$ cat config.mk
export PLATFORM = sky130hd
export DESIGN_NAME = sled_fifo
export DESIGN_NICKNAME = d
export VERILOG_FILES = /design/src/rtl/core/sled_pkg.sv /design/src/rtl/core/sled_fifo.sv
export SDC_FILE = /design/constraint.sdc
export NUM_CORES = 1
export LEC_CHECK = 0
export BUFFER_PORTS_ARGS = -buffer_cell sky130_fd_sc_hd__clkbuf_2
export CORE_ASPECT_RATIO = 1.2
export CORE_MARGIN = 2
export CORE_UTILIZATION = 48
export DETAILED_ROUTE_END_ITERATION = 16
export HOLD_SLACK_MARGIN = 0.15
export PLACE_DENSITY_LB_ADDON = 0.08
export SETUP_SLACK_MARGIN = 0.3
export SLEW_MARGIN = 10
export SYNTH_ARGS = -nofsm -noshare
export SYNTH_HDL_FRONTEND = slang
export SYNTH_SLANG_ARGS = --single-unit
$ cat constraint.sdc
create_clock -name clk -period 2.6 [get_ports clk]
set_input_delay 0.52 -clock clk [delete_from_list [all_inputs] [get_ports clk]]
set_output_delay 0.52 -clock clk [all_outputs]
set_load 0.03 [all_outputs]
$ cat src/rtl/core/sled_pkg.sv
// Shared types, constants and helper functions of the WS2812 status LED encoder.
// No dependencies; every other file of the block uses it.
`default_nettype none

package sled_pkg;

  localparam int LED_COUNT_DEF   = 16;
  localparam int QUEUE_DEPTH_DEF = 2;

  localparam int COLOR_W = 24;
  localparam int CFG_IDX_W = 2;
  localparam int TIME_W = 32;
  localparam int LEVEL_W = 7;
  localparam int TICKS_W = 4;

  localparam logic [TICKS_W-1:0] TICKS_ONE  = 4'd8;
  localparam logic [TICKS_W-1:0] TICKS_ZERO = 4'd4;

  localparam logic [6:0] LEVEL_MAX = 7'd100;
  localparam logic [6:0] LEVEL_MID = 7'd50;
  localparam logic [7:0] CHAN_FULL = 8'd255;

  localparam logic [3:0] STALE_ON_PHASES = 4'd8;
  localparam logic [3:0] NOCTL_ON_PHASES = 4'd2;

  // floor(t/100) = (t * DIV100_MUL) >> DIV100_SHIFT for any 32-bit t
  localparam logic [31:0] DIV100_MUL   = 32'd1374389535;
  localparam int          DIV100_SHIFT = 37;
  localparam int          Q100_W       = 26;
  // floor(q/10) = (q * DIV10_MUL) >> DIV10_SHIFT for any 32-bit q
  localparam logic [31:0] DIV10_MUL    = 32'hCCCCCCCD;
  localparam int          DIV10_SHIFT  = 35;
  localparam int          Q10_W        = 23;

  typedef enum logic [2:0] {
    MODE_OFF    = 3'd0,
    MODE_RGB    = 3'd1,
    MODE_READY  = 3'd2,
    MODE_LOWBAT = 3'd3,
    MODE_STALE  = 3'd4,
    MODE_NOCTL  = 3'd5,
    MODE_GRAD   = 3'd6
  } mode_t;

  localparam logic [CFG_IDX_W-1:0] REG_READY  = 2'd0;
  localparam logic [CFG_IDX_W-1:0] REG_LOWBAT = 2'd1;
  localparam logic [CFG_IDX_W-1:0] REG_WARN   = 2'd2;

  typedef struct packed {
    logic [2:0]         mode;
    logic [7:0]         red;
    logic [7:0]         green;
    logic [7:0]         blue;
    logic [LEVEL_W-1:0] level;
  } cmd_t;

  // 255*l/50 = 5*l + l/10, valid for l up to 50
  function automatic logic [7:0] grad_chan(input logic [LEVEL_W-1:0] l);
    logic [14:0] p;
    logic [8:0]  s;
    p = 15'(l) * 15'd205;
    s = 9'(l) * 9'd5 + 9'(p[14:11]);
    return s[7:0];
  endfunction

  function automatic logic [TICKS_W-1:0] to_ticks(input logic b);
    return b ? TICKS_ONE : TICKS_ZERO;
  endfunction

endpackage

`default_nettype wire

$ cat src/rtl/core/sled_fifo.sv
// Short colour queue between front and back ends.
// Depends on sled_pkg for the default depth and width.
`default_nettype none

module sled_fifo #(
  parameter int DEPTH = sled_pkg::QUEUE_DEPTH_DEF,
  parameter int WIDTH = sled_pkg::COLOR_W
) (
  input  wire logic             clk,
  input  wire logic             rst,
  input  wire logic             push_valid,
  output logic                  push_ready,
  input  wire logic [WIDTH-1:0] push_data,
  output logic                  pop_valid,
  input  wire logic             pop_ready,
  output logic [WIDTH-1:0]      pop_data
);

  localparam int PW = (DEPTH > 1) ? $clog2(DEPTH) : 1;
  localparam int CW = $clog2(DEPTH + 1);

  logic [WIDTH-1:0] mem [DEPTH];
  logic [PW-1:0]    wr_ptr;
  logic [PW-1:0]    rd_ptr;
  logic [CW-1:0]    count;
  logic             do_push;
  logic             do_pop;

  assign push_ready = (count != CW'(DEPTH));
  assign pop_valid  = (count != '0);
  assign pop_data   = mem[rd_ptr];
  assign do_push    = push_valid && push_ready;
  assign do_pop     = pop_valid && pop_ready;

  always_ff @(posedge clk) begin
    if (do_push) begin
      mem[wr_ptr] <= push_data;
    end
  end

  always_ff @(posedge clk) begin
    if (rst) begin
      wr_ptr <= '0;
      rd_ptr <= '0;
      count  <= '0;
    end else begin
      if (do_push) begin
        wr_ptr <= (wr_ptr == PW'(DEPTH - 1)) ? '0 : wr_ptr + 1'b1;
      end
      if (do_pop) begin
        rd_ptr <= (rd_ptr == PW'(DEPTH - 1)) ? '0 : rd_ptr + 1'b1;
      end
      if (do_push && !do_pop) begin
        count <= count + 1'b1;
      end else if (do_pop && !do_push) begin
        count <= count - 1'b1;
      end
    end
  end

`ifndef SYNTHESIS
  a_count_bound: assert property (@(posedge clk) disable iff (rst)
    count <= CW'(DEPTH))
    else $error("queue count above depth");
`endif

endmodule

`default_nettype wire

; ---- Word-level counts from Yosys, hierarchy flattened
; Memories as Yosys holds them, arrays and structs flattened. A register that Yosys moved wholly into a read port is not among the register bits.
; Cells that the tools add are included.
[totals]
regBits = 4
ram_bits = 48
input_bits = 28
output_inout_bits = 26
elab_cells = 25
mem_count = 1
[mem_list]
columns = name, depth, width, rd, rd_clocked_by_memory_dff, wr, line
row1 = mem, 2, 24, 1, 1, 1, sled_fifo.sv:22  ; logic [WIDTH-1:0] mem [DEPTH];
[op_classes]
addsub = 4
n_eq_ne = 1
mux = 8
reduce_logical = 8
[ops]
columns = operator, n
row1 = 1-bit 2-to-1 mux, 6
row2 = 1-bit logical AND, 4
row3 = 2-bit 2-to-1 mux, 2
row4 = 2-bit nonzero test, 2
row5 = 1-bit adder (second input constant), 2
row6 = 2-bit by 1-bit adder with 2-bit output (second input constant), 1
row7 = 1-bit zero test, 2
row8 = 2-bit inequality test (second input constant), 1
row9 = 2-bit by 1-bit subtractor with 2-bit output (second input constant), 1

; ---- Depth between registers and ports, before layout
; Gate-level depths: netlist (run 1).
[logic_depth]
word_depth = 6
mapped_depth = 6
ltp_nobuf = 6

; ---- Worst setup path before layout (run 1)
; OpenSTA, ideal clock, no wires.
[synth_path]
path_type = register to register
start = register count[0]
end = memory mem[1][0] (netlist name) (enable)
setup_time_ns = 0.383
arrival_ns = 1.464
required_ns = 2.217
path_slack_ns = 0.753
path_stages_with_launch = 3
path_cell_list = dfxtp_1 -> nand2b_1 -> and3_1
[synth_via]
elab_chain_len = 4
[synth_rtl]
columns = element, line
row1 = start: declaration, sled_fifo.sv:25  ; logic [CW-1:0] count;
row2 = start signal: assignment, sled_fifo.sv:54  ; count <= count + 1'b1;
row3 = start signal: assignment, sled_fifo.sv:56  ; count <= count - 1'b1;
row4 = 2-bit inequality test, sled_fifo.sv:29  ; assign push_ready = (count != CW'(DEPTH));
row5 = named net push_ready, sled_fifo.sv:12  ; output logic push_ready,
row6 = 1-bit logical AND, sled_fifo.sv:32  ; assign do_push = push_valid && push_ready;
row7 = 1-bit 2-to-1 mux, sled_fifo.sv:36  ; if (do_push) begin
row8 = 1-bit 2-to-1 mux (implied by the code), sled_fifo.sv:37  ; mem[wr_ptr] <= push_data;
row9 = end: declaration, sled_fifo.sv:22
; The timed path passes the listed nets, and every way through them passes these cells.

==> results of run 1 <==
-- cells in the mapped netlist --
cell type,n,share of area
ha_1,1,0.0064
nor2_1,3,0.0058
xor2_1,3,0.013
nand2b_1,1,0.0032
and2_1,1,0.0032
a21bo_2,1,0.0051
edfxtp_1,48,0.74
nand3b_1,1,0.0039
inv_1,1,0.0019
a21oi_1,2,0.0051
or3_1,1,0.0032
mux2_2,24,0.14
or2_2,1,0.0032
buf_2,3,0.0077
and3_1,1,0.0032
o21ai_0,2,0.0051
dfxtp_1,5,0.051
-- state kept, by name, summed over array words and instances, names as in the netlist, named ones only --
register	cells
mem	48
rd_ptr	1
count	2
wr_ptr	1
-- routing by layer --
layer | GRT usage | up-vias | part of all wire
li1 | - | 501 | -
met1 | 0.144 | 491 | 0.35
met2 | 0.262 | 32 | 0.57
met3 | 0.0490 | 6 | 0.055
met4 | 0.0741 | 0 | 0.017
met5 | 0 | - | 0
-- power by group through the flow --
stage	registers, uW	clock network (uW)	logic, uW
floorplan	1110	0	603
global placement	1120	0	802
detailed placement	1130	0	813
CTS	1110	431	816
global route	1120	456	861
finish	1110	412	803
-- worst register-to-register path: stages (launching register included) --
cell and delay [ps]:
dfxtp_1 400, nand2b_1 210, nand3b_1 120, inv_1 380
buf_4 320
-- metrics by stage --
stage,cell area [sq um],setup WS (ps),util
6_report,2390,691,0.610
5_1_grt,2390,616,0.610
4_1_cts,2390,669,0.610
3_5_place_dp,2300,837,0.589
3_3_place_gp,2300,900,0.589
2_1_floorplan,1950,753,-
-- path summary, 6_finish.rpt --
| path | slack, ps | endpoint | cells after the start |
|---|---|---|---|
| worst max-delay path | 690 | pop_data[5] | 3 |
| worst min-delay path | 410 | mem[1][10]$_DFFE_PP_ | 1 |
| worst max register to register | 870 | mem[0][4]$_DFFE_PP_ | 4 |
| worst min register to register | 510 | rd_ptr$_SDFFE_PP0P_ | 2 |
-- layout make-up --
cell class / instances / area share
clock inverters: 3 / 0.00524
well taps: 54 / 0.0283
clock buffers: 5 / 0.0288
repair buffers: 58 / 0.127
multi-input cells: 42 / 0.163
flip-flops and latches: 53 / 0.646
inverters: 1 / 0.00157
-- cell families (layout without fill, tap and decap cells) --
kind of cell             count (synthesis)  in the layout  share of synthesized area
multiplexers                            24             24                      0.139
flip-flops                              53             53                      0.791
AO/OA/AOI/OAI                            5              5                     0.0154
adder cells (fa/ha/maj)                  1              1                    0.00642
buffers and inverters                    4             67                    0.00962
AND/OR/NAND/NOR                          9              9                     0.0257
XOR/XNOR                                 3              3                     0.0135
==> results.cfg, run 1 <==
[sta]
fin_crit_sh = 0.734
fin_tns_setup_ps = 0
tightest_slew_ps = 473
holdWs_ps = 410
setup_viol = 0
max_freq_mhz = 524
period_needed_ps = 1910
rsz0062_at_grt = false
finalHoldViolations = 0
final-max-slew-violation-count = 0
fin_skew_ps = 2.40
slew_headroom = 0.684

[detailed_routing]
wire_per_inst_um = 13.6
ant_nets = 0
via_per_inst = 4.77
route.detailed.drc = 0
drt_pass1_iterations = 4
drtIter0Drc = 42
wirelength_um = 2940
vias = 1030

[clock_network]
cts_root_buf = clkbuf_8
clockBufferDepth = 2
post_cts_buffers = 0
ctsResizeCount = 0
clk_pin_slew_worst_paths_ps = 80
cts_hold_buf = 0
h-tree-depth = 2
clkLatencyLatePin_ps = 290
cts_made_buffers = 5
cts_tree = built
clock-sinks = 53

[final_layout]
final_cells = 216
fill_cells = 318
multi_input_area_sq_um = 389
layout_common_cells = clkbuf_2 (53), edfxtp_1 (48), mux2_2 (24)
antennaDiodeCount = 0
final_common_cell = clkbuf_2
area_growth_pct = 22.4
seq_area_sq_um = 1540
final_nets = 190
drive_gt1_frac = 0.556

[global_route]
grt_overflow = 0
grt_pass1_vias = 1099
antenna_found_initial = 0
grt_pass1_wl_um = 4800
grt_max_degree = 16
track_usage = 0.142

[placement]
placed_cells = 208
io_buffers = 53
dpl.hpwl_um = 2150
routabilityCongestion = 0.642

[worst_setup_path]
worst-path-buf-inv = 2
cpMaxStageDelayCell = mux2_2
r2r-start = count[0]$_SDFFE_PP0P_
cp_max_fo = 13
critPathMaxStageDelay_ps = 370
cp-start-kind = register
crit_type = reg -> out
arrival_ps = 1390
cp-end-kind = primary output
cp_cell_sequence = buf_4 -> mux2_2 -> clkbuf_2
critical_path_required_ps = 2080
critical-path-top-delay-family = buffers and inverters

[run]
cap_violations = 0

[run_status]
status = finished clean

[pwr]
total_power_uw = 2320
p_seq_frac = 0.477
power_frac_clock = 0.178
p_per_area_nw_per_um2 = 973
switching_power_uw = 778
swShare = 0.335
internal-power_uw = 1540
power_leakage_uw = 0.000927
power_frac_comb = 0.346
ir_drop_mv = 0.485

[logic_synthesis]
syn_area_sq_um = 1950
syn_nets = 128
yosysWarningCount = 0
synth_cell_types = 17
ys_ff_latch = 53
yosysSeqAreaShare = 0.791
synthesis.instances = 99
avgSynthCellArea_sq_um = 19.7

[min_path]
min_from = push_data[10]
hp-class = in -> reg

[floorplan]
die_area_sq_um = 4590
die_h_um = 73.8
core.rowCount = 25
coreArea_sq_um = 3910
die_w_um = 62.2
io_pins = 54
start_util = 0.499
No activity file was read; power rests on OpenSTA's default activity.
==> run 2, diff against run 1 <==
--- a/config.mk
+++ b/config.mk
@@ -8,7 +8,7 @@
 export BUFFER_PORTS_ARGS = -buffer_cell sky130_fd_sc_hd__clkbuf_2
 export CORE_ASPECT_RATIO = 1.2
 export CORE_MARGIN = 2
-export CORE_UTILIZATION = 48
+export CORE_UTILIZATION = 46
 export DETAILED_ROUTE_END_ITERATION = 16
 export HOLD_SLACK_MARGIN = 0.15
 export PLACE_DENSITY_LB_ADDON = 0.08
==> constraint.sdc (replaced) <==
create_clock -name clk -period 1.6 [get_ports clk]
set_input_delay 0.32 -clock clk [delete_from_list [all_inputs] [get_ports clk]]
set_output_delay 0.32 -clock clk [all_outputs]
set_load 0.03 [all_outputs]
==> run 2 against run 1 <==
Compared with the run above:
- the flow now finishes with violations (negative setup slack)
- die area grew 4.1%
- sequential share of layout area down 12 points
- clock power grew 82%
- sequential cell count unchanged
- sequential power up 67%
- design area grew 23%
- final cell count is 3.2% higher
- combinational power increased to 2.8 times the previous value
- setup slack worse by 720 ps
- clock skew up 4.7 ps
- via count up 5.8%
- core utilization rose by 12 points
- critical endpoint is now pop_data[4]
- largest cell class unchanged
- highest routed layer unchanged
==> results.cfg, run 2 (synthesized netlist as in run 1, its figures left out) <==
[run_status]
status = finished with violations
violations = negative setup slack

[min_path]
hold_path_depth = 1
hp-class = in -> reg
hold_end = mem[0][5]$_DFFE_PP_
min_from = push_data[5]

[floorplan]
die_area_sq_um = 4780
io_pins = 54
die_h_um = 75.3
start_util = 0.487
core.rowCount = 25
die_w_um = 63.4
coreArea_sq_um = 4000

[clock_network]
cts_made_buffers = 5
cts_tree = built
cts_hold_buf = 0
h-tree-depth = 2
clockBufferDepth = 2
cts_root_buf = clkbuf_8
clk_pin_slew_worst_paths_ps = 90
clock-sinks = 53
clkLatencyLatePin_ps = 300

[detailed_routing]
drtIter0Drc = 27
ant_nets = 0
vias = 1090
wirelength_um = 3360
drt_pass1_iterations = 4
wire_per_inst_um = 15.1
via_per_inst = 4.89
route.detailed.drc = 0

[worst_setup_path]
crit_type = reg -> out
cp-start-kind = register
reg2regPathDepth = 6
cp-end-kind = primary output
arrival_ps = 1310
timing.rr.end = count[1]$_SDFFE_PP0P_
critical_path_required_ps = 1280
cp_max_fo = 7
r2r-start = count[0]$_SDFFE_PP0P_
reg2reg_setup_slack_ps = 160

[final_layout]
fin_util = 0.732
layout_common_cells = edfxtp_1 (48), buf_8 (31), clkbuf_2 (27)
reg_top3 = mem (48), count (2)
top_register = mem
largest_reg_flops = 48
final_nets = 197
area_growth_pct = 50.4
drive_gt1_frac = 0.639
antennaDiodeCount = 0
final_common_cell = edfxtp_1

[sta]
tightest_slew_ps = 218
finalHoldViolations = 0
period_needed_ps = 1630
finalWorstSetupSlack_ps = -31.3
rsz0062_at_grt = true
setup_viol = 24
fin_crit_sh = 1.02
fin_skew_ps = 7.13
final-max-slew-violation-count = 0
max_freq_mhz = 613
slew_headroom = 0.855

[placement]
dp_slack_ps = 134
dpl.hpwl_um = 2220
routabilityCongestion = 0.632
io_buffers = 53

[pwr]
ir_drop_mv = 1.05
total_power_uw = 4830
p_per_area_nw_per_um2 = 1650
power_leakage_uw = 0.00115

[global_route]
grt_overflow = 0
antenna_found_initial = 0
grt_pass1_vias = 1165
grt_max_degree = 17
grt_pass1_wl_um = 5360
track_usage = 0.154

[run]
cap_violations = 0
[run 2: cell types whose count changed in the layout (fill, tap and decap cells not counted), sizes merged]
cell and delta:
buf +33, clkbuf -24, clkinv -3, clkinvlp +2, inv -1
[run 2: how the worst max path moves through the flow]
stage | end | cells past startpoint | startpoint | slack, ps
after global routing | pop_data[21] | 3 | register | -80
after detailed placement | count[1]$_SDFFE_PP0P_ | 4 | count[1]$_SDFFE_PP0P_ | 130
after CTS | pop_data[4] | 3 | register | -60
after global placement | count[1]$_SDFFE_PP0P_ | 4 | count[1]$_SDFFE_PP0P_ | 170
final | pop_data[4] | 3 | register | -30
after floorplan | count[1]$_SDFFE_PP0P_ | 6 | count[0]$_SDFFE_PP0P_ | 180
[run 2: critical path, cell delays in order, from the launching register on]
cell and delay [ps]:
dfxtp_4 410, buf_8 150, mux2_4 310, buf_8 140
[run 2: area by class of cell]
cell class              instances  area [sq um]
clock buffers                   7          86.3
clock inverters                 1          7.51
fillers                       271          1070
inverters                       1          7.51
multi-input cells              42           520
flip-flops and latches         53          1550
well taps                      54          67.6
repair buffers                 65           689
[run 2: layer usage]
metal	wire, um	up-vias	GRT usage
met5	0	-	0
met4	53	0	0.0652
met3	189	6	0.0547
met2	1890	34	0.282
met1	1230	532	0.165
li1	-	518	-
[run 2: per-stage QoR]
step           setup TNS, ps  hold slack [ps]  area (sq um)  instances
3_3_place_gp               0              491          2420        210
5_1_grt                -1590              188          2930        223
4_1_cts                -1130              196          2860        222
6_report                -540              203          2930        223
3_5_place_dp               0              502          2420        210
2_1_floorplan              0              385          2070         99
[run 2: timing repair]
item                                    4_1_cts  5_1_grt
pin swaps                                     2        1
resized for setup                            79       32
endpoints found under the setup margin       27       75
gates cloned                                  1        0
setup buffers                                 3        1
[run 2: power by group]
| group | internal [uW] | total [uW] | leakage (uW) | switching (uW) |
|---|---|---|---|---|
| clock | 352 | 749 | 0.0000445 | 397 |
| sequential | 1750 | 1850 | 0.000491 | 99.1 |
| combinational | 1220 | 2230 | 0.000619 | 1010 |
