==> config.mk <==
export PLATFORM = sky130hd
export DESIGN_NAME = sled_back_flat
export DESIGN_NICKNAME = d
export VERILOG_FILES = /design/src/rtl/core/sled_pkg.sv /design/src/rtl/core/sled_if.sv /design/src/rtl/core/sled_back.sv /design/src/flat_wrapper.sv
export SDC_FILE = /design/constraint.sdc
export NUM_CORES = 1
export LEC_CHECK = 0
export BUFFER_PORTS_ARGS = -buffer_cell sky130_fd_sc_hd__buf_2
export CAP_MARGIN = 20
export CORE_ASPECT_RATIO = 1.2
export CORE_UTILIZATION = 44
export DETAILED_ROUTE_END_ITERATION = 16
export GPL_TIMING_DRIVEN = 1
export PLACE_DENSITY = 0.89
export REMOVE_ABC_BUFFERS = 1
export SYNTH_ARGS = -nofsm -noshare
export SYNTH_HDL_FRONTEND = slang
export SYNTH_SLANG_ARGS = --single-unit
==> constraint.sdc <==
create_clock -name clk -period 1.6 [get_ports clk]
set_input_delay 0.16 -clock clk [delete_from_list [all_inputs] [get_ports clk]]
set_output_delay 0.16 -clock clk [all_outputs]
set_load 0.1 [all_outputs]
==> src/rtl/core/sled_pkg.sv <==
// Shared types, constants and helper functions of the WS2812 status LED encoder.
// No dependencies; every other file of the block uses it.
`default_nettype none

package sled_pkg;

  localparam int LED_COUNT_DEF   = 16;
  localparam int QUEUE_DEPTH_DEF = 2;

  localparam int COLOR_W = 24;
  localparam int CFG_IDX_W = 2;
  localparam int TIME_W = 32;
  localparam int LEVEL_W = 7;
  localparam int TICKS_W = 4;

  localparam logic [TICKS_W-1:0] TICKS_ONE  = 4'd8;
  localparam logic [TICKS_W-1:0] TICKS_ZERO = 4'd4;

  localparam logic [6:0] LEVEL_MAX = 7'd100;
  localparam logic [6:0] LEVEL_MID = 7'd50;
  localparam logic [7:0] CHAN_FULL = 8'd255;

  localparam logic [3:0] STALE_ON_PHASES = 4'd8;
  localparam logic [3:0] NOCTL_ON_PHASES = 4'd2;

  // floor(t/100) = (t * DIV100_MUL) >> DIV100_SHIFT for any 32-bit t
  localparam logic [31:0] DIV100_MUL   = 32'd1374389535;
  localparam int          DIV100_SHIFT = 37;
  localparam int          Q100_W       = 26;
  // floor(q/10) = (q * DIV10_MUL) >> DIV10_SHIFT for any 32-bit q
  localparam logic [31:0] DIV10_MUL    = 32'hCCCCCCCD;
  localparam int          DIV10_SHIFT  = 35;
  localparam int          Q10_W        = 23;

  typedef enum logic [2:0] {
    MODE_OFF    = 3'd0,
    MODE_RGB    = 3'd1,
    MODE_READY  = 3'd2,
    MODE_LOWBAT = 3'd3,
    MODE_STALE  = 3'd4,
    MODE_NOCTL  = 3'd5,
    MODE_GRAD   = 3'd6
  } mode_t;

  localparam logic [CFG_IDX_W-1:0] REG_READY  = 2'd0;
  localparam logic [CFG_IDX_W-1:0] REG_LOWBAT = 2'd1;
  localparam logic [CFG_IDX_W-1:0] REG_WARN   = 2'd2;

  typedef struct packed {
    logic [2:0]         mode;
    logic [7:0]         red;
    logic [7:0]         green;
    logic [7:0]         blue;
    logic [LEVEL_W-1:0] level;
  } cmd_t;

  // 255*l/50 = 5*l + l/10, valid for l up to 50
  function automatic logic [7:0] grad_chan(input logic [LEVEL_W-1:0] l);
    logic [14:0] p;
    logic [8:0]  s;
    p = 15'(l) * 15'd205;
    s = 9'(l) * 9'd5 + 9'(p[14:11]);
    return s[7:0];
  endfunction

  function automatic logic [TICKS_W-1:0] to_ticks(input logic b);
    return b ? TICKS_ONE : TICKS_ZERO;
  endfunction

endpackage

`default_nettype wire

==> src/rtl/core/sled_if.sv <==
// Valid/ready channel interfaces of the status LED encoder: command, config, result.
// Depends on sled_pkg for field widths.
`default_nettype none


interface sled_res_if;
  logic                           valid;
  logic                           ready;
  logic [sled_pkg::TICKS_W-1:0]   high_ticks_b7;
  logic [sled_pkg::TICKS_W-1:0]   high_ticks_b6;
  logic [sled_pkg::TICKS_W-1:0]   high_ticks_b5;
  logic [sled_pkg::TICKS_W-1:0]   high_ticks_b4;
  logic [sled_pkg::TICKS_W-1:0]   high_ticks_b3;
  logic [sled_pkg::TICKS_W-1:0]   high_ticks_b2;
  logic [sled_pkg::TICKS_W-1:0]   high_ticks_b1;
  logic [sled_pkg::TICKS_W-1:0]   high_ticks_b0;
  logic                           last_of_frame;
  modport source (output valid, high_ticks_b7, high_ticks_b6, high_ticks_b5, high_ticks_b4,
                  high_ticks_b3, high_ticks_b2, high_ticks_b1, high_ticks_b0,
                  last_of_frame, input ready);
  modport sink   (input valid, high_ticks_b7, high_ticks_b6, high_ticks_b5, high_ticks_b4,
                  high_ticks_b3, high_ticks_b2, high_ticks_b1, high_ticks_b0,
                  last_of_frame, output ready);
endinterface

`default_nettype wire

==> src/rtl/core/sled_back.sv <==
// Back end: expands one queued colour into the strip frame, one byte per request.
// Depends on sled_pkg and sled_if; drains the colour queue.
`default_nettype none

module sled_back #(
  parameter int LED_COUNT = sled_pkg::LED_COUNT_DEF
) (
  input  wire logic                         clk,
  input  wire logic                         rst,
  input  wire logic                         pop_valid,
  output logic                              pop_ready,
  input  wire logic [sled_pkg::COLOR_W-1:0] pop_data,
  sled_res_if.source                        res
);

  localparam int LW = (LED_COUNT > 1) ? $clog2(LED_COUNT) : 1;

  typedef enum logic [2:0] {
    CH_GREEN = 3'b001,
    CH_RED   = 3'b010,
    CH_BLUE  = 3'b100
  } chan_t;

  chan_t         chan;
  chan_t         chan_next;
  logic [LW-1:0] led;
  logic          load;
  logic          last;
  logic [7:0]    byte_val;
  logic          res_valid;
  logic [7:0]    res_byte;
  logic          res_last;

  assign load      = !res_valid || res.ready;
  assign last      = (led == LW'(LED_COUNT - 1)) && (chan == CH_BLUE);
  assign pop_ready = load && last;

  always_comb begin
    case (chan)
      CH_GREEN: begin
        byte_val  = pop_data[15:8];
        chan_next = CH_RED;
      end
      CH_RED: begin
        byte_val  = pop_data[23:16];
        chan_next = CH_BLUE;
      end
      CH_BLUE: begin
        byte_val  = pop_data[7:0];
        chan_next = CH_GREEN;
      end
      default: begin
        byte_val  = pop_data[15:8];
        chan_next = CH_GREEN;
      end
    endcase
  end

  always_ff @(posedge clk) begin
    if (rst) begin
      res_valid <= 1'b0;
      chan      <= CH_GREEN;
      led       <= '0;
    end else if (load) begin
      res_valid <= pop_valid;
      if (pop_valid) begin
        chan <= chan_next;
        if (chan == CH_BLUE) begin
          led <= last ? '0 : led + 1'b1;
        end
      end
    end
  end

  always_ff @(posedge clk) begin
    if (load && pop_valid) begin
      res_byte <= byte_val;
      res_last <= last;
    end
  end

  assign res.valid         = res_valid;
  assign res.last_of_frame = res_last;
  assign res.high_ticks_b7 = sled_pkg::to_ticks(res_byte[7]);
  assign res.high_ticks_b6 = sled_pkg::to_ticks(res_byte[6]);
  assign res.high_ticks_b5 = sled_pkg::to_ticks(res_byte[5]);
  assign res.high_ticks_b4 = sled_pkg::to_ticks(res_byte[4]);
  assign res.high_ticks_b3 = sled_pkg::to_ticks(res_byte[3]);
  assign res.high_ticks_b2 = sled_pkg::to_ticks(res_byte[2]);
  assign res.high_ticks_b1 = sled_pkg::to_ticks(res_byte[1]);
  assign res.high_ticks_b0 = sled_pkg::to_ticks(res_byte[0]);

`ifndef SYNTHESIS
  a_pop_marks_last: assert property (@(posedge clk) disable iff (rst)
    (pop_valid && pop_ready) |=> (res_valid && res_last && chan == CH_GREEN && led == '0))
    else $error("frame end not aligned with queue pop");
`endif

endmodule

`default_nettype wire

==> src/flat_wrapper.sv <==
// flat-port wrapper written by rule: the top's interface ports become plain ports
module sled_back_flat 
#(
  parameter int LED_COUNT = sled_pkg::LED_COUNT_DEF
)
  (clk, rst, pop_valid, pop_ready, pop_data, res_valid, res_high_ticks_b7, res_high_ticks_b6, res_high_ticks_b5, res_high_ticks_b4, res_high_ticks_b3, res_high_ticks_b2, res_high_ticks_b1, res_high_ticks_b0, res_last_of_frame, res_ready);
  sled_res_if res_i ();
  input  wire logic clk;
  input  wire logic rst;
  input  wire logic pop_valid;
  output logic pop_ready;
  input  wire logic [sled_pkg::COLOR_W-1:0] pop_data;
  output wire logic [$bits(res_i.valid)-1:0] res_valid;
  output wire logic [$bits(res_i.high_ticks_b7)-1:0] res_high_ticks_b7;
  output wire logic [$bits(res_i.high_ticks_b6)-1:0] res_high_ticks_b6;
  output wire logic [$bits(res_i.high_ticks_b5)-1:0] res_high_ticks_b5;
  output wire logic [$bits(res_i.high_ticks_b4)-1:0] res_high_ticks_b4;
  output wire logic [$bits(res_i.high_ticks_b3)-1:0] res_high_ticks_b3;
  output wire logic [$bits(res_i.high_ticks_b2)-1:0] res_high_ticks_b2;
  output wire logic [$bits(res_i.high_ticks_b1)-1:0] res_high_ticks_b1;
  output wire logic [$bits(res_i.high_ticks_b0)-1:0] res_high_ticks_b0;
  output wire logic [$bits(res_i.last_of_frame)-1:0] res_last_of_frame;
  input wire logic [$bits(res_i.ready)-1:0] res_ready;
  assign res_valid = res_i.valid;
  assign res_high_ticks_b7 = res_i.high_ticks_b7;
  assign res_high_ticks_b6 = res_i.high_ticks_b6;
  assign res_high_ticks_b5 = res_i.high_ticks_b5;
  assign res_high_ticks_b4 = res_i.high_ticks_b4;
  assign res_high_ticks_b3 = res_i.high_ticks_b3;
  assign res_high_ticks_b2 = res_i.high_ticks_b2;
  assign res_high_ticks_b1 = res_i.high_ticks_b1;
  assign res_high_ticks_b0 = res_i.high_ticks_b0;
  assign res_last_of_frame = res_i.last_of_frame;
  assign res_i.ready = res_ready;
  sled_back #(.LED_COUNT(LED_COUNT)) u_core (.clk(clk), .rst(rst), .pop_valid(pop_valid), .pop_ready(pop_ready), .pop_data(pop_data), .res(res_i));
endmodule
# [Word level (Yosys, flattened, before mapping)]
# Cells that the tools add are included.
[totals] reg_bits=17
[op_classes] n_addsub=1 n_eq_ne=4 muxes=11 reduce_logical=7
[ops] cell="$mux W4" n=9
[ops] cell="$pmux W8 S2" n=1
[ops] cell="$pmux W3 S2" n=1
[ops] cell="$add A4 B1 Y4 const B" n=1
[ops] cell="$eq A4 B4 Y1 const B" n=1
[ops] cell="$eq A3 B1 Y1 const B" n=1
[ops] cell="$eq A3 B2 Y1 const B" n=1
[ops] cell="$eq A3 B3 Y1 const B" n=1
[ops] cell="$logic_and A1 B1 Y1" n=3
[ops] cell="$reduce_and A3 Y1" n=1
[ops] cell="$reduce_and A2 Y1" n=1
[ops] cell="$logic_not A1 Y1" n=1
[ops] cell="$logic_or A1 B1 Y1" n=1

# [Longest topological paths before layout]
# Gate-level depths: netlist (run 1).
[depth] word_depth=3 depth_mapped=4

# [Worst setup path after synthesis (run 1)]
# No wires, ideal clock.
[synth_path] kind="register -> output" from="reg u_core.res_valid (netlist: u_core.res.valid)" to="out pop_ready" arrival_ns=3.051 t_required_ns=1.440 slack_ns=-1.611 stages_incl_launch_ff=3 cell_sequence="dfxtp_1 nor2b_1 nor3_1"
[synth_via] elab_chain_cells=3
[synth_lines] item="from (decl)" line="sled_back.sv:30" rtl="logic res_valid;"
[synth_lines] item="from (signal assigned)" line="sled_back.sv:65" rtl="res_valid <= pop_valid;"
[synth_lines] item="$logic_not A1 Y1" line="sled_back.sv:34" rtl="assign load = !res_valid || res.ready;"
[synth_lines] item="$logic_or A1 B1 Y1" line="sled_back.sv:34"
[synth_lines] item="$logic_and A1 B1 Y1" line="sled_back.sv:36" rtl="assign pop_ready = load && last;"
[synth_lines] item="to (decl)" line="flat_wrapper.sv:11" rtl="output logic pop_ready;"
# Every way passes these cells.

# [Final worst setup path (run 1)]
[layout_path] from="reg u_core.chan[2]" to="out pop_ready"
[layout_via] elab_chain_cells=3
[layout_lines] item="from (decl)" line="sled_back.sv:24" rtl="chan_t chan;"
[layout_lines] item="from (signal assigned)" line="sled_back.sv:67" rtl="chan <= chan_next;"
[layout_lines] item="$eq A3 B3 Y1" line="sled_back.sv:35" rtl="assign last = (led == LW'(LED_COUNT - 1)) && (chan == CH_BLUE);"
[layout_lines] item="$logic_and A1 B1 Y1" line="sled_back.sv:35"
[layout_lines] item="$logic_and A1 B1 Y1" line="sled_back.sv:36"
# Every way passes these cells.

==> results of run 1 <==
[final timing paths]
path	from	slack, ns	cells past startpoint	to
max reg2reg	u_core.res.valid	0.20	4	u_core.chan[0]
min	rst	0.16	2	u_core.chan[2]
min reg2reg	u_core.led[0]	0.54	2	u_core.led[0]
max	u_core.chan[2]	0.06	3	pop_ready
[registers in the layout, indices dropped and copies added, names as in the netlist]
| register | flops |
|---|---|
| u_core.res.valid | 1 |
| u_core.res_byte | 8 |
| u_core.led | 4 |
| u_core.chan | 3 |
| u_core.res.last_of_frame | 1 |
[synthesized netlist by cell type (all sizes together)]
library cell,count
mux2,1
o21ai,2
buf,22
nand3,1
a41oi,1
a311oi,1
or3b,1
dfxtp,8
clkinv,1
clkbuf,2
and3,1
nand2b,2
edfxtp,9
a31oi,2
and2b,1
nor2b,11
ha,1
inv,10
or2,2
nand4,5
o31ai,2
o221ai,16
nor2,4
conb,1
o32a,1
nor3b,1
nor3,1
a21oi,14
nand2,1
[per-layer routing]
layer	share of wire (%)	wire, um	global-route usage (%)	vias to the layer above
met4	1.1	30	5.56	0
met3	6.2	169	2.53	4
met1	38	1040	23.0	526
met5	0	0	0	-
met2	55	1500	35.2	56
li1	-	-	-	526
[area by class of cell]
cell class | count | area [um2] | share of cell area, %
multi-input combinational | 88 | 588 | 41.7
clock buffer | 4 | 26.3 | 1.86
sequential | 17 | 434 | 30.8
timing repair buffer | 51 | 283 | 20.0
tap | 31 | 38.8 | 2.75
inverter | 11 | 41.3 | 2.93
[cells by family after synthesis]
group,Yosys count,share of synthesized area (%)
compound gates,39,24.4
mux,1,0.997
simple gates,31,17.5
buf+inv,35,17.6
other cells,1,0.332
flops,17,38.1
fa+ha+maj,1,1.11
[critical path: cells and delay by family, from the launching register on]
kind | cells | cell delay (ns)
buffers and inverters | 1 | 0.20
flip-flops | 1 | 0.34
AND/OR/NAND/NOR | 2 | 0.55
[power breakdown]
| group | internal [mW] | switching [mW] |
|---|---|---|
| Combinational | 0.113 | 0.587 |
| Clock | 0.0966 | 0.132 |
| Sequential | 0.495 | 0.0124 |
[timing repair]
action                     4_1_cts  5_1_grt
resized for setup                5        4
buffers inserted                 1        0
pin swaps                        1        1
setup endpoints to repair        1        1
==> impl_results.md, run 1 <==
* Initial core utilization at 48.0%
* Max Slew Vio Count at 0
* Drt drc at 0
* Vias at 1,112
* Post-route ant nets at 0
* Commonest non-fill, non-tap cell in the layout: buf_2
* TritonCTS clock tree: yes
* Worst stage delay on the critical path at 0.39 ns
* P per Cell Area at 1020 nW/um2
* Final GP Congestion at 0.839
* Critical path peak fanout at 2
* Root buffer cell: clkbuf_4
* Final Setup Violations at 0
* First-pass GRT wire length at 4080 um
* Post-route cell area at 1410 um2
* Initial antenna violation count at 0
* DRT Pass-1 Iters at 4
* Post-synthesis sequential area ratio at 38.1%
* Pin count of the biggest net entering global routing at 16
* Synth cell types at 32
* Final period util at 96.5%
* Core Region at 2350 um2
* Top post-synthesis cells by area: edfxtp_1 24%, dfxtp_1 14%, o221ai_1 12%, buf_4 11%, a21oi_1 6.2%
* Synth warn at 0
* VDD IR max at 0.000674 V
* DRT iter0 DRCs at 21
* Final hold vios at 0
* DP Area at 1340 um2
* Setup TNS at 0 ns
* Die X at 48.3 um
* Vias per cell at 5.50
* WP data arrival at 1.38 ns
* Critical Path Source Type: register
* Die Height at 57.5 um
* Worst min path class: in2reg
* Post-DP HPWL at 1990 um
* Cell Area, Synth at 1130 um2
* Slowest stage cell, crit path: or3b_4
* Worst endpoint required time at 1.44 ns
* Total Power at 1.44 mW
* CP endpoint kind: output port
* Post-placement cell count at 197
* Die area at 2780 um2
* Layout cells sized above 1 at 38.0%
* Fillers at 228
* # IOs at 63
* # H-tree levels at 1
* Number of hold buffers added after cts at 0
* Area Growth Syn to Fin at 24.9%
* Clock-pin transition on the worst setup and hold timing paths at 0.10 ns
* Lkg Pwr at 0.596 nW
* CTS Buffer Depth at 2
* Final std cells w/o fill at 202
* Status: finished, final reports clean
* Number of inserted diodes at 0
* Clk Latency, worst-skew pair at 0.28 ns
* Setup ws final at 0.0561 ns
* Routed WL at 2740 um
* Clock sinks at 17
* Num rows at 19
* Hold slack at 0.156 ns
* PortBufs at 46
* Yosys top cell area share at 23.9%
* GRT Total Usage at 19.6%
* Avg Inst Size Synth at 9.04 um2
* CTS buffer count at 3
* Vias in the first global route at 988
* Post-synth top area cell: edfxtp_1
* Fin nets at 201
* Yosys reg bits at 17
* Most frequent cells in the layout: 45 x buf_2, 16 x o221ai_1, 16 x conb_1
* Layout Utilization at 60.0%
* Grt ovf at 0
* FMAX at 648 MHz
* Post-Route Skew at 0.00572 ns
* # Max-Cap Violations at 0
* Minimum clock period after layout at 1.54 ns
* Worst slack, placed at 0.150 ns
* CP Cell Sequence: or3b_4 > nor3_4 > buf_12
* Routed len/inst at 13.6 um
* Crit path kind: reg2out
* Post-Syn Instances at 125
Power figures use the tool's default switching activity.
==> inputs of run 2 (changes only) <==
- SETUP_SLACK_MARGIN: default -> 0.3
==> run 2 against run 1 <==
Effect of this change:
- non-clock buffer count is 10 higher
- first-iteration DRC count is 67% higher
- worst setup slack got worse by 0.013 ns
- sequential share of layout area fell by 4.0 points
- utilization rose by 9.7 points
- sequential cell count unchanged
- largest cell class unchanged
- combinational power is 11% higher
- die area stayed put
- critical path depth up 1
- fmax decreased by 0.86%
- highest routed layer unchanged
- critical path type unchanged
==> impl_results.md, run 2 (synthesis gave the netlist of run 1 again) <==
* Final hold vios at 0
* Core Region at 2350 um2
* Largest register FFs at 8
* Number of inserted diodes at 0
* Routed WL at 3280 um
* Most frequent cells in the layout: 37 x buf_2, 20 x buf_4, 16 x conb_1
* Worst endpoint required time at 1.44 ns
* DRT Pass-1 Iters at 4
* Sequential Power Share at 33.5%
* Critical Path Source Type: register
* Num rows at 19
* Sw frac at 51.0%
* Status: finished, final reports clean
* GRT Total Usage at 21.3%
* Register Area at 438 um2
* Area of the multi-input gates at 694 um2
* Fin nets at 211
* VDD IR max at 0.000693 V
* CTS Buffer Depth at 2
* First-pass GRT wire length at 4350 um
* Total Power at 1.52 mW
* # IOs at 63
* # H-tree levels at 1
* P per Cell Area at 926 nW/um2
* Hold path depth at 2
* Die Height at 57.5 um
* Commonest non-fill, non-tap cell in the layout: buf_2
* Grt ovf at 0
* Clock power frac at 15.3%
* Post-Route Skew at 0.00560 ns
* DRT iter0 DRCs at 35
* FMAX at 642 MHz
* Routed len/inst at 15.5 um
* Post-DP HPWL at 1990 um
* Vias per cell at 5.52
* Switching Power at 0.774 mW
* RSZ-0062 raised after global routing: yes
* Biggest regs: u_core.res_byte (8), u_core.led (4), u_core.chan (3)
* Pin count of the biggest net entering global routing at 15
* Crit path kind: reg2out
* Vias at 1,171
* Initial core utilization at 48.0%
* Setup TNS at 0 ns
* Vias in the first global route at 1,061
* Max Slew Vio Count at 0
* Drt drc at 0
* Reg with most FFs: u_core.res_byte
* Root buffer cell: clkbuf_4
* Die X at 48.3 um
* Final Setup Violations at 0
* Final GP Congestion at 0.839
* Area Growth Syn to Fin at 45.1%
* Layout cells sized above 1 at 51.9%
* Number of hold buffers added after cts at 0
* Post-route ant nets at 0
* PortBufs at 46
* Minimum clock period after layout at 1.56 ns
* Worst min path class: in2reg
* Clock sinks at 17
* # Max-Cap Violations at 0
* Pint at 0.744 mW
* Clk Latency, worst-skew pair at 0.28 ns
* Critical path peak fanout at 4
* WP data arrival at 1.40 ns
* CTS buffer count at 3
* Final period util at 97.3%
* Worst-case reg-to-reg path depth at 5
* Lkg Pwr at 0.682 nW
* CP endpoint kind: output port
* Clock-pin transition on the worst setup and hold timing paths at 0.10 ns
* TritonCTS clock tree: yes
* Die area at 2780 um2
* Fillers at 190
* Logic gate share of total power at 51.2%
* Initial antenna violation count at 0
run 2: cell count changes in the layout (fill, tap and decap cells not counted), moves of 2 or more:
cell,delta
o31ai_2,+2
buf_6,+2
a21oi_2,+2
buf_4,+15
o221ai_1,-9
buf_2,-8
o221ai_2,+8
a21oi_1,-2
o31ai_1,-2
run 2: what timing repair did:
| item | 4_1_cts | 5_1_grt |
|---|---|---|
| pin swaps | 2 | 13 |
| setup endpoints to repair | 20 | 23 |
| buffers inserted | 6 | 5 |
| cloned | 0 | 0 |
| resized for setup | 27 | 18 |
run 2: through the flow:
step | setup slack (ns) | hold WS, ns | instances | utilization (%) | cell area, um2
finish | 0.0428 | 0.151 | 212 | 69.6 | 1640
detailed placement | 0.150 | 0.474 | 197 | 57.0 | 1340
floorplan | -1.61 | 0.229 | 116 | - | 1030
global route | -0.0168 | 0.164 | 212 | 69.6 | 1640
CTS | -0.00771 | 0.154 | 207 | 64.6 | 1520
global placement | 0.216 | 0.446 | 197 | 57.0 | 1340
run 2: worst paths after layout:
check / from / endpoint / slack (ns)
worst max-delay path: u_core.led[1] / pop_ready / 0.04
worst min register to register: u_core.led[0] / u_core.led[0] / 0.53
worst min-delay path: rst / u_core.chan[2] / 0.15
worst max register to register: u_core.chan[2] / u_core.led[2] / 0.17
run 2: final cells by class:
cell class	instances	share of cell area [%]
clock buffer	4	1.60
timing repair buffer	61	24.3
inverter	11	2.67
sequential	17	26.7
multi-input combinational	88	42.4
tap	31	2.37
run 2: worst max-delay path, stage by stage, from the launching register on:
cell     delay (ns)
dfxtp_2        0.40
ha_4           0.18
nand3_2        0.11
nor3_4         0.22
buf_12         0.20
run 2: per-layer routing:
metal	part of all wire, %	global-route usage [%]	up-vias
met4	2.8	6.75	0
met3	5.0	2.53	10
met5	0	0	-
met1	38	23.0	549
li1	-	-	550
met2	55	39.8	62
run 2: power by group through the flow:
stage                     Clock, mW  Combinational (mW)  Sequential [mW]
final                         0.233               0.777            0.508
after global routing          0.251               0.809            0.512
after CTS                     0.234               0.749            0.508
after detailed placement          0               0.697            0.518
after global placement            0               0.688            0.516
after floorplan                   0               0.398            0.697
==> inputs of run 3 (changes only) <==
- MAX_ROUTING_LAYER: default -> met4
==> run 3 against run 2 <==
Effect of this change:
- clock-buffer cell count fell by 1
- first-iteration DRC count fell by 31%
- die area unchanged
- cell area fell by 2.6%
- non-clock buffer count is 4 lower
- worst setup slack got worse by 0.021 ns
- global-route usage up 0.36 points
- fmax fell by 1.4%
- cell count is 1.9% lower
- combinational power is essentially flat
- critical path depth shrank 1
- sequential share of layout area is 0.71 points higher
- critical endpoint unchanged
==> impl_results.md, run 3 (synthesis gave the netlist of run 1 again) <==
* CTS Buffer Depth at 2
* CTS buffer count at 3
* Clock-pin transition on the worst setup and hold timing paths at 0.10 ns
* WP data arrival at 1.42 ns
* Biggest regs: u_core.res_byte (8), u_core.led (4), u_core.chan (3)
* Fillers at 180
* Post-route ant nets at 0
* Initial antenna violation count at 0
* PortBufs at 46
* Die Height at 57.5 um
* # H-tree levels at 1
* Final GP Congestion at 0.839
* Worst endpoint required time at 1.44 ns
* Setup ws final at 0.0213 ns
* Reg with most FFs: u_core.res_byte
* DRT Pass-1 Iters at 4
* CP endpoint kind: output port
* Area Growth Syn to Fin at 41.3%
* Root buffer cell: clkbuf_4
* Lkg Pwr at 0.665 nW
* TritonCTS clock tree: yes
* Worst min path class: in2reg
* Grt ovf at 0
* RSZ-0062 raised after global routing: yes
* GRT Total Usage at 21.7%
* DRT iter0 DRCs at 24
* Status: finished, final reports clean
* Largest register FFs at 8
* Number of inserted diodes at 0
* Final Setup Violations at 0
* Die X at 48.3 um
* Die area at 2780 um2
* Worst slack, placed at 0.158 ns
* Commonest non-fill, non-tap cell in the layout: buf_2
* Clock sinks at 17
* Final period util at 98.7%
* Post-DP HPWL at 1950 um
* Post-Route Skew at 0.00770 ns
* Final hold vios at 0
* FMAX at 633 MHz
* Minimum clock period after layout at 1.58 ns
* Fin nets at 207
* Clk Latency, worst-skew pair at 0.30 ns
* Hold slack at 0.139 ns
* # Max-Cap Violations at 0
* Max Slew Vio Count at 0
* Routed WL at 2920 um
* Vias in the first global route at 988
* Num rows at 19
* Core Region at 2350 um2
* Vias per cell at 5.54
* Most frequent cells in the layout: 36 x buf_2, 16 x conb_1, 16 x buf_4
* Critical path peak fanout at 2
* First-pass GRT wire length at 4190 um
* Crit path kind: reg2out
* Drt drc at 0
* Initial core utilization at 48.0%
* Vias at 1,153
* P per Cell Area at 950 nW/um2
* Routed len/inst at 14.1 um
* # IOs at 63
* VDD IR max at 0.000631 V
* Layout cells sized above 1 at 50.3%
* Number of hold buffers added after cts at 0
* Pin count of the biggest net entering global routing at 15
* Critical Path Source Type: register
## run 3: worst max-delay path, stage by stage, from the launching register on
cell and delay (ns):
dfxtp_1 0.33, or3b_4 0.42, nor3_4 0.17, buf_12 0.20
## run 3: stage by stage
step | utilization (%) | cells | instance area, um2 | total power [mW] | setup TNS [ns]
floorplan | - | 116 | 1030 | 1.09 | -5.71
global placement | 57.4 | 198 | 1350 | 1.21 | 0
detailed placement | 57.4 | 198 | 1350 | 1.22 | 0
CTS | 65.2 | 208 | 1540 | 1.50 | -0.0242
global route | 67.8 | 208 | 1600 | 1.57 | -0.0138
finish | 67.8 | 208 | 1600 | 1.52 | 0
## run 3: final timing paths
kind	end	slack, ns	depth (start not counted)	start
worst max register to register	u_core.led[2]	0.15	4	u_core.chan[2]
worst min-delay path	u_core.chan[2]	0.14	2	rst
worst max-delay path	pop_ready	0.02	3	u_core.chan[0]
worst min register to register	u_core.led[1]	0.52	2	u_core.led[1]
## run 3: layout make-up
type,count,area (um2),area share (%)
Clock inverter,1,5.00,0.313
Timing Repair Buffer,57,374,23.4
Multi-Input combinational cell,88,671,42.0
Clock buffer,3,22.5,1.41
Inverter,11,47.5,2.98
Sequential cell,17,438,27.4
Tap cell,31,38.8,2.43
## run 3: what timing repair did
| action | in CTS | in global routing |
|---|---|---|
| endpoints found under the setup margin | 19 | 16 |
| cloned | 0 | 0 |
| setup buffers | 6 | 0 |
| pin swaps | 15 | 8 |
| resized for setup | 28 | 17 |
## run 3: power breakdown
group	internal, mW	leakage, nW	switching (mW)
sequential	0.494	0.157	0.0141
combinational	0.160	0.490	0.616
clock	0.0932	0.0177	0.139
total	0.748	0.665	0.769
## run 3: per-layer routing
| metal | share of wire, % | track usage [%] | vias to the layer above |
|---|---|---|---|
| met2 | 51 | 36.6 | 84 |
| met3 | 8.0 | 3.80 | 13 |
| met4 | 2.9 | 9.92 | 0 |
| met5 | 0 | - | - |
| li1 | - | - | 538 |
| met1 | 38 | 23.2 | 518 |
